File: config.mk
export PLATFORM = sky130hd
export DESIGN_NAME = sts_lane
export DESIGN_NICKNAME = d
export VERILOG_FILES = /design/src/hdl/sts_pkg.sv /design/src/hdl/sts_lane.sv
export SDC_FILE = /design/constraint.sdc
export NUM_CORES = 1
export LEC_CHECK = 0
export ABC_AREA = 1
export BUFFER_PORTS_ARGS = -buffer_cell sky130_fd_sc_hd__buf_2
export CAP_MARGIN = 25
export CORE_ASPECT_RATIO = 0.5
export CORE_MARGIN = 2
export CORE_UTILIZATION = 25
export DETAILED_ROUTE_END_ITERATION = 16
export GPL_TIMING_DRIVEN = 0
export PLACE_DENSITY = 0.46
export SETUP_SLACK_MARGIN = 0.5
export SYNTH_ARGS = -nofsm -noshare
export SYNTH_HDL_FRONTEND = slang
export SYNTH_SLANG_ARGS = --single-unit
File: constraint.sdc
create_clock -name vclk -period 13.2
set_input_delay 0.66 -clock vclk [all_inputs]
set_output_delay 0.66 -clock vclk [all_outputs]
set_load 0.02 [all_outputs]
File: src/hdl/sts_pkg.sv
// shared constants and types for the stencil triangular solve block
package sts_pkg;

    // default sizes
    localparam int MaxTaps     = 7;
    localparam int MaxRows     = 64;
    localparam int MaxColumns  = 64;
    localparam int WindowDepth = 16384;

    // field widths
    localparam int DataW   = 32;
    localparam int PlaneW  = 16;
    localparam int ExtW    = 9;
    localparam int AreaW   = 18;
    localparam int DistW   = 22;
    localparam int OffW    = 9;
    localparam int AccW    = 42;
    localparam int FracW   = 24;

    // register map, byte address is 8 * index
    typedef enum logic [2:0] {
        REG_PLANES  = 3'd0,
        REG_ROWS    = 3'd1,
        REG_COLUMNS = 3'd2,
        REG_TAPS    = 3'd3,
        REG_OFFSETS = 3'd4
    } t_reg;

    // grid geometry handed to every lane
    typedef struct packed {
        logic [PlaneW-1:0] planes;
        logic [ExtW-1:0]   rows;
        logic [ExtW-1:0]   columns;
        logic [AreaW-1:0]  area;
    } t_geom;

endpackage

File: src/hdl/sts_lane.sv
// one tap lane: causality, grid bounds, scan distance and window address
module sts_lane #(
    parameter int MAX_ROWS     = sts_pkg::MaxRows,
    parameter int MAX_COLUMNS  = sts_pkg::MaxColumns,
    parameter int WINDOW_DEPTH = sts_pkg::WindowDepth
) (
    input  logic [sts_pkg::OffW-1:0]                         i_offset,
    input  logic                                             i_enable,
    input  sts_pkg::t_geom                                   i_geom,
    input  logic [sts_pkg::PlaneW-1:0]                       i_plane,
    input  logic [(MAX_ROWS > 1 ? $clog2(MAX_ROWS) : 1)-1:0] i_row,
    input  logic [(MAX_COLUMNS > 1 ? $clog2(MAX_COLUMNS) : 1)-1:0] i_col,
    input  logic [$clog2(WINDOW_DEPTH)-1:0]                  i_wptr,
    output logic                                             o_ok,
    output logic [$clog2(WINDOW_DEPTH)-1:0]                  o_addr
);

    localparam int DW = sts_pkg::DistW;

    logic signed [2:0]      di, dj, dk;
    logic                   causal;
    logic signed [17:0]     ti;
    logic signed [9:0]      tj, tk;
    logic                   in_grid;
    logic signed [DW-1:0]   dpos, back_dist, a;

    always_comb begin
        di = $signed(i_offset[2:0]);
        dj = $signed(i_offset[5:3]);
        dk = $signed(i_offset[8:6]);
        // strictly earlier in scan order
        causal = (di < 0) || ((di == 0) && ((dj < 0) || ((dj == 0) && (dk < 0))));
        // neighbor position and bounds
        ti = $signed({2'b00, i_plane}) + 18'(di);
        tj = $signed({1'b0, 9'(i_row)}) + 10'(dj);
        tk = $signed({1'b0, 9'(i_col)}) + 10'(dk);
        in_grid = (ti >= 0) && (ti < $signed({2'b00, i_geom.planes}))
               && (tj >= 0) && (tj < $signed({1'b0, i_geom.rows}))
               && (tk >= 0) && (tk < $signed({1'b0, i_geom.columns}));
        // scan distance back to the neighbor
        dpos = DW'(di) * $signed({{(DW-sts_pkg::AreaW){1'b0}}, i_geom.area})
             + DW'(dj) * $signed({{(DW-sts_pkg::ExtW){1'b0}}, i_geom.columns})
             + DW'(dk);
        back_dist = -dpos;
        // circular window address
        a = $signed({{(DW-$clog2(WINDOW_DEPTH)){1'b0}}, i_wptr}) - back_dist;
        if (a < 0) begin
            a = a + DW'(WINDOW_DEPTH);
        end
        o_ok   = i_enable && causal && in_grid && (back_dist > 0)
              && (back_dist <= DW'(WINDOW_DEPTH));
        o_addr = a[$clog2(WINDOW_DEPTH)-1:0];
    end

endmodule

==> results of run 1 <==
[per-layer routing]
layer  vias up  GRT usage (%)  wire (um)
li1       3415              -          -
met1      2981          17.45       9046
met2        67          20.87       7905
met3         4         0.8384        554
met4         0         0.5469         87
met5         -              0          0
[through the flow]
step	setup WS [ps]	hold slack [ps]	cell area [um^2]	util [%]
final	5127	1734	8016	29.16
after global routing	4510	1759	8014	29.15
after CTS	5011	1740	8011	29.14
after detailed placement	5035	1737	8011	29.14
after global placement	5037	1737	8011	29.14
after floorplan	6373	1558	6938	-
[cells by family after synthesis]
kind of cell	share of synthesized area (%)
adders and majority gates	47.47
and+or+nand+nor	23.50
xor gates and xnor gates	6.059
AOI/OAI and AO/OA	8.891
buffers and inverters	14.08
[cell type report]
class	count	share of cell area [%]
Inverter	251	11.75
Antenna cell	2	0.06243
Tap cell	382	5.962
Timing Repair Buffer	119	7.429
Multi-Input combinational cell	762	74.36
Buffer	9	0.4370
[worst paths after layout]
kind / from / endpoint / slack, ps / depth (start not counted)
hold / removal: i_wptr[1] / o_addr[1] / 1730 / 3
setup / recovery: i_offset[2] / o_addr[12] / 5130 / 29
[tightest hold or removal path, delay by kind of cell]
| kind | cells | cell delay [ps] |
|---|---|---|
| fa+ha+maj | 1 | 150 |
| buf+inv | 2 | 260 |
[cell usage in the layout (no fill, tap or decap), types with 3 or more instances in the layout]
cell and n:
nand3b_1 3, nor3_1 4, a21o_1 8, buf_2 120, a31oi_1 7, nand4_1 16, xor2_1 32, nor2_1 67
nand2_1 216, fa_1 67, nor2_2 6, nand3_1 41, nand2_2 8, inv_1 251, a21oi_1 61, o21bai_1 8
ha_1 156, xnor2_1 16, or2_2 13, o21ai_0 18, buf_1 3, and2_1 3, clkbuf_1 5
==> results by group, run 1 <==
Outcome
  – Status: complete, no violations

Synth
  – Dominant cell type by area after synthesis: ha_1
  – Mapped cell area: 0.006938 mm^2
  – Leading cell types by count after synthesis: inv_1 (251), nand2_1 (216), ha_1 (156)
  – Sequential area share after synthesis: 0%
  – Syn_nets: 1349
  – Count leader, synth: inv_1
  – Synth area leaders: ha_1 (28%), fa_1 (19%), inv_1 (14%)
  – Syn Area/Cell: 6.789 um^2
  – Netlist cell types: 32
  – Post-Syn Instances: 1022
  – Synth Warn #: 0
  – Area share of the largest cell type after synthesis: 28.13%

Floorplan
  – Die Span X: 239.6 um
  – Die area: 0.02918 mm^2
  – Starting Density: 25.24%
  – Row cnt: 43
  – # IOs: 119
  – Die Height: 121.8 um
  – Total core area: 0.02749 mm^2

GRT
  – Grt ovf: 0
  – Initial antenna violation count: 2
  – Vias in the first global route: 6268
  – First-pass GRT wire length: 29.46 mm
  – Largest net degree at the start of global routing: 18
  – Global Route Usage Sum: 12.13%

Layout
  – Layout overhead on the synthesized area: 15.55%
  – Post-layout nets: 1470
  – Clk_buf instances: 0
  – # fillers: 3080
  – Seq_cells: 0
  – Fin cells: 1525
  – Register Area: 0 um^2
  – Layout cells sized above 1: 13.15%
  – Footprint of the multi-input gates: 0.005961 mm^2

Job
  – MaxCap Viol Count: 0

Setup path
  – Critical Path RT: 12540 ps
  – CP max FO: 17
  – Worst Setup Start Kind: input port
  – Critical path class: input port to output port
  – CP endpoint kind: output port
  – Arr. time, crit path: 7410 ps
  – WP buf/inv: 8
  – Crit path max-delay family: adder cells
  – Worst path max stage delay: 630 ps
  – CP most frequent cell: fa_1
  – Slowest cell on crit path: buf_1

Timing
  – Worst relative slew slack: 46.22%
  – Worst slew pin tran: 806.7 ps
  – RSZ-0062 raised after global routing: no
  – Max Slew Vio Count: 0
  – Final Hold Vio Count: 0
  – Final setup violation count: 0
  – Minimum clock period after layout: 8073 ps
  – Fmax: 123.9 MHz
  – Tcrit/Tclk final: 61.16%
  – Setup TNS: 0 ps

Placement
  – Detailed Place HPWL: 16.06 mm
  – Number of port buffers: 119
  – Placed cells: 1523
  – GPL Wtd Cong: 0.8329

CTS
  – Setup Buffers After CTS: 0
  – Post-cts resize count: 0
  – Cts-stage hold buffer count: 0

Drt
  – Post-route ant nets: 0
  – Routed wire per std cell: 11.54 um
  – Vias per cell: 4.241
  – First drt pass iteration count: 4
  – Residual DRC: 0
  – Final wirelength: 17.59 mm
  – Via count: 6467
  – Initial drt markers: 271

Worst hold path
  – Worst min-delay path class: input port to output port
Power of run 1 is left out: the tool's default activity adds up to more than one toggle a clock period on the data nets, which glitch-free logic cannot reach.
==> inputs of run 2 (changes only) <==
- PLACE_DENSITY: 0.46 -> 0.47
- clock period: 13.2 -> 7.2 ns (I/O delays scaled with it)
==> results by group, run 2 (synthesis results as in run 1) <==
Layout
  – Layout overhead on the synthesized area: 17.39%
  – Fin cells: 1527 (+0.13%)
  – Commonest non-fill, non-tap cell in the layout: inv_1
  – Seq_cells: 0 (unchanged)
  – Post-layout nets: 1472 (+0.14%)
  – Commonest cells after routing, fill and taps aside: inv_1 (250), nand2_1 (215), ha_1 (155)
  – Layout cells sized above 1: 14.96% (+1.8 points)
  – Clk_buf instances: 0 (unchanged)
  – Register Area: 0 um^2 (unchanged)

Timing
  – RSZ-0062 raised after global routing: yes
  – Worst hold slack: 1147 ps (-587.2 ps)
  – Tcrit/Tclk final: 88.74%
  – Fmax: 156.5 MHz
  – Max Slew Vio Count: 0 (unchanged)
  – Worst slew pin tran: 427.8 ps (-378.9 ps)
  – Final Hold Vio Count: 0 (unchanged)
  – Final setup violation count: 0 (unchanged)
  – Minimum clock period after layout: 6389 ps
  – Worst relative slew slack: 71.38% (+25 points)

Setup path
  – Worst path max stage delay: 570 ps (-60 ps)
  – Arr. time, crit path: 6030 ps (-1380 ps)
  – Worst path depth: 28 (-3.4%)
  – Worst Setup EP: o_addr[12]
  – Critical Path RT: 6840 ps (-5700 ps)
  – CP max FO: 10 (-7)
  – WP buf/inv: 9 (+1)
  – Critical path class: input port to output port
  – CP endpoint kind: output port
  – Worst Setup SP: i_offset[1]
  – Crit path max-delay family: adder cells
  – Slowest cell on crit path: fa_1
  – Worst Setup Start Kind: input port

Drt
  – First drt pass iteration count: 4 (unchanged)
  – Post-route ant nets: 0 (unchanged)
  – Final wirelength: 17.68 mm (+0.48%)
  – Via count: 6484 (+0.26%)
  – Initial drt markers: 188 (-31%)
  – Residual DRC: 0 (unchanged)
  – Vias per cell: 4.246 (+0.13%)
  – Routed wire per std cell: 11.58 um (+0.35%)

Floorplan
  – Die area: 0.02918 mm^2 (unchanged)
  – Starting Density: 25.24% (unchanged)
  – Die Height: 121.8 um (unchanged)
  – Total core area: 0.02749 mm^2 (unchanged)
  – Die Span X: 239.6 um (unchanged)
  – Row cnt: 43 (unchanged)
  – # IOs: 119 (unchanged)

CTS
  – Cts-stage hold buffer count: 0 (unchanged)

Placement
  – Placed cells: 1523 (unchanged)
  – Number of port buffers: 119 (unchanged)
  – GPL Wtd Cong: 0.8585 (+3.1%)
  – Detailed Place HPWL: 16.17 mm (+0.67%)

GRT
  – Vias in the first global route: 6371 (+1.6%)
  – Global Route Usage Sum: 12.23% (+0.10 points)
  – Grt ovf: 0 (unchanged)
  – First-pass GRT wire length: 29.67 mm (+0.70%)
  – Largest net degree at the start of global routing: 18 (unchanged)
  – Initial antenna violation count: 2 (unchanged)

Job
  – MaxCap Viol Count: 0 (unchanged)

Worst hold path
  – Worst min-delay path class: input port to output port

Outcome
  – Status: complete, no violations
-- run 2: changes by cell type in the layout (fill, tap and decap cells not counted), moves of 3 or more --
cell / delta
buf_1: -3
buf_2: -3
buf_4: +6
clkbuf_1: -5
xnor2_1: -3
xnor2_2: +3
-- run 2: final cells by class --
type	count	area, um^2
fill	3102	19350
multi-input combinational	762	6026
inverter	251	942.2
timing repair buffer	121	621.8
tap	382	478.0
buffer	9	71.32
antenna	2	5.005
-- run 2: worst min path at each step --
| stage | from | depth (start not counted) | endpoint |
|---|---|---|---|
| 5_1_grt | i_wptr[1] | 3 | o_addr[1] |
| 3_3_place_gp | i_wptr[1] | 3 | o_addr[1] |
| 3_5_place_dp | i_wptr[13] | 4 | o_addr[13] |
| 4_1_cts | i_wptr[13] | 4 | o_addr[13] |
| 6_report | i_wptr[13] | 4 | o_addr[13] |
| 2_1_floorplan | i_wptr[0] | 3 | o_addr[0] |
-- run 2: through the flow --
step	setup WS, ps	instance area [um^2]	utilization, %	TNS, ps
after floorplan	972.9	6938	-	0
after global placement	-378.5	8011	29.14	-908.4
after detailed placement	-370.1	8011	29.14	-933.7
after CTS	522.1	8043	29.25	0
after global routing	472.0	8144	29.62	0
final	811.1	8144	29.62	0
-- run 2: repair_timing --
| item | 4_1_cts | 5_1_grt |
|---|---|---|
| pin swaps | 0 | 2 |
| gates resized for setup | 14 | 27 |
| setup buffers | 0 | 2 |
| setup endpoints to repair | 10 | 6 |
-- run 2: routing by layer --
layer	part of all wire, %	up-vias	GRT usage (%)	wire length, um
met4	0.92	0	0.8594	163
met3	3.7	7	1.088	655
li1	-	3422	-	-
met5	0	-	0	0
met1	50	2980	17.27	8820
met2	45	75	21.14	8039
Power of run 2 is left out for the same reason.
==> inputs of run 3 (changes only) <==
- ABC_AREA: 1 -> not set
- GPL_ROUTABILITY_DRIVEN: not set -> 0
- PLACE_DENSITY: 0.47 -> 0.48
==> results by group, run 3 <==
Drt
  – Final wirelength: 15.59 mm (-12%)
  – First drt pass iteration count: 5 (+1)
  – Routed wire per std cell: 12.26 um (+5.9%)
  – Initial drt markers: 234 (+24%)
  – Via count: 5773 (-11%)
  – Vias per cell: 4.542 (+7.0%)
  – Residual DRC: 0 (unchanged)
  – Post-route ant nets: 0 (unchanged)

GRT
  – First-pass GRT wire length: 26.39 mm (-11%)
  – Initial antenna violation count: 2 (unchanged)
  – Global Route Usage Sum: 11.29% (-0.94 points)
  – Largest net degree at the start of global routing: 19 (+1)
  – Vias in the first global route: 5665 (-11%)
  – Grt ovf: 0 (unchanged)

Worst hold path
  – Worst hold start: i_wptr[13]
  – Worst min-delay path class: input port to output port
  – Hold endpoint: o_addr[13]
  – Hold Path Stages: 4 (unchanged)

Layout
  – Layout cells sized above 1: 17.49% (+2.5 points)
  – Layout overhead on the synthesized area: 17.51%
  – Post-layout nets: 1255 (-15%)
  – Register Area: 0 um^2 (unchanged)
  – Clk_buf instances: 0 (unchanged)
  – Footprint of the multi-input gates: 0.005998 mm^2 (-0.46%)
  – Commonest cells after routing, fill and taps aside: ha_1 (154), inv_1 (148), buf_2 (117)
  – Fin util: 30.17% (+0.55 points)
  – Seq_cells: 0 (unchanged)
  – Commonest non-fill, non-tap cell in the layout: ha_1
  – # fillers: 2820 (-9.1%)

Timing
  – Final WS setup: 769.7 ps (-41.38 ps)
  – Worst hold slack: 1135 ps (-11.74 ps)
  – Final setup violation count: 0 (unchanged)
  – Minimum clock period after layout: 6430 ps (+41.38 ps)
  – Fmax: 155.5 MHz (-0.64%)
  – Tcrit/Tclk final: 89.31% (+0.57 points)
  – Setup TNS: 0 ps (unchanged)
  – Worst relative slew slack: 61.27% (-10 points)
  – Max Slew Vio Count: 0 (unchanged)
  – Worst slew pin tran: 574.8 ps (+147.0 ps)
  – RSZ-0062 raised after global routing: no
  – Final Hold Vio Count: 0 (unchanged)

Floorplan
  – Die Span X: 232.6 um (-2.9%)
  – Die Height: 118.3 um (-2.9%)
  – Die area: 0.02752 mm^2 (-5.7%)
  – Row cnt: 41 (-4.7%)
  – # IOs: 119 (unchanged)
  – Starting Density: 25.67% (+0.44 points)
  – Total core area: 0.02544 mm^2 (-7.5%)

Placement
  – Detailed Place HPWL: 14.23 mm (-12%)
  – Number of port buffers: 119 (unchanged)
  – Pre-CTS setup slack: -424.9 ps (-54.85 ps)

Synth
  – Dominant cell type by area after synthesis: ha_1
  – Syn Area/Cell: 8.135 um^2 (+20%)
  – Area share of the largest cell type after synthesis: 29.88% (+1.7 points)
  – Synth area leaders: ha_1 (30%), fa_1 (21%), inv_1 (8.6%)
  – Syn_nets: 1130 (-16%)
  – Mapped cell area: 0.006533 mm^2 (-5.8%)
  – Count leader, synth: ha_1
  – Post-Syn Instances: 803 (-21%)
  – Netlist cell types: 63 (+97%)
  – Synth Warn #: 0 (unchanged)
  – Sequential area share after synthesis: 0% (unchanged)
  – Leading cell types by count after synthesis: ha_1 (156), inv_1 (149), fa_1 (67)

Setup path
  – Critical Path RT: 6840 ps (about the same)
  – WP buf/inv: 9 (unchanged)
  – CP max FO: 16 (+6)
  – CP most frequent cell: fa_1
  – Worst Setup Start Kind: input port
  – CP endpoint kind: output port
  – Worst path max stage delay: 540 ps (-30 ps)
  – Slowest cell on crit path: fa_1
  – Arr. time, crit path: 6070 ps (+40 ps)
  – Crit path max-delay family: adder cells
  – Critical path class: input port to output port

Job
  – MaxCap Viol Count: 0 (unchanged)

Outcome
  – Status: complete, no violations
==> run 3: cell count changes in the layout (fill, tap and decap cells not counted), moves of 8 or more <==
| cell | previous run | this run |
|---|---|---|
| xnor2_1 | 13 | 38 |
| inv_1 | 250 | 148 |
| nand2_1 | 215 | 43 |
| and3_1 | 0 | 8 |
| nand2b_1 | 0 | 12 |
| xor2_1 | 32 | 14 |
| a21oi_1 | 60 | 37 |
| nand3_1 | 41 | 11 |
| and2_1 | 3 | 43 |
| nand2_2 | 9 | 1 |
| nor2b_1 | 0 | 9 |
| nand4_1 | 16 | 6 |
| a21o_1 | 8 | 21 |
==> run 3: tightest hold or removal path, delay by kind of cell <==
family / cells / cell delay [ps]
XOR/XNOR: 2 / 180
buffers and inverters: 2 / 240
==> run 3: worst max-delay path by stage <==
| stage | startpoint | to | slack [ps] | cells past startpoint |
|---|---|---|---|---|
| floorplan | i_offset[2] | o_addr[13] | 700 | 23 |
| global placement | i_offset[2] | o_addr[13] | -390 | 23 |
| detailed placement | i_offset[2] | o_addr[13] | -420 | 23 |
| CTS | i_offset[2] | o_addr[13] | 540 | 25 |
| global route | i_offset[2] | o_addr[12] | 480 | 26 |
| finish | i_offset[2] | o_addr[13] | 770 | 26 |
==> run 3: metal layers <==
metal / track usage (%) / vias to the layer above / share of wire [%]
met5: 0 / - / 0.083
met4: 0.03981 / 2 / 0.051
met3: 0.6274 / 6 / 2.8
met2: 20.89 / 76 / 51
met1: 15.26 / 2740 / 46
li1: - / 2949 / -
==> run 3: kinds of logic after synthesis <==
family	synth area share, %
and+or+nand+nor	17.77
adders and majority gates	50.41
buffers and inverters	8.906
AOI/OAI and AO/OA	15.94
xor gates and xnor gates	6.972
==> run 3: repair_timing <==
action	in CTS	in global routing
setup endpoints to repair	9	5
hold buffers	0	0
gates resized for setup	14	13
setup buffers	1	3
pin swaps	1	4
==> run 3: stage by stage <==
stage | instance area, um^2 | instances
global route | 7674 | 1270
global placement | 7559 | 1266
finish | 7676 | 1271
detailed placement | 7559 | 1266
floorplan | 6533 | 803
CTS | 7611 | 1267
==> run 3: final cells by class <==
type                       instances  share of cell area (%)
tap                              344                   5.607
inverter                         150                   7.400
multi-input combinational        648                   78.14
antenna                            1                 0.03260
buffer                             5                  0.5542
timing repair buffer             123                   8.264
Power of run 3 is left out for the same reason.
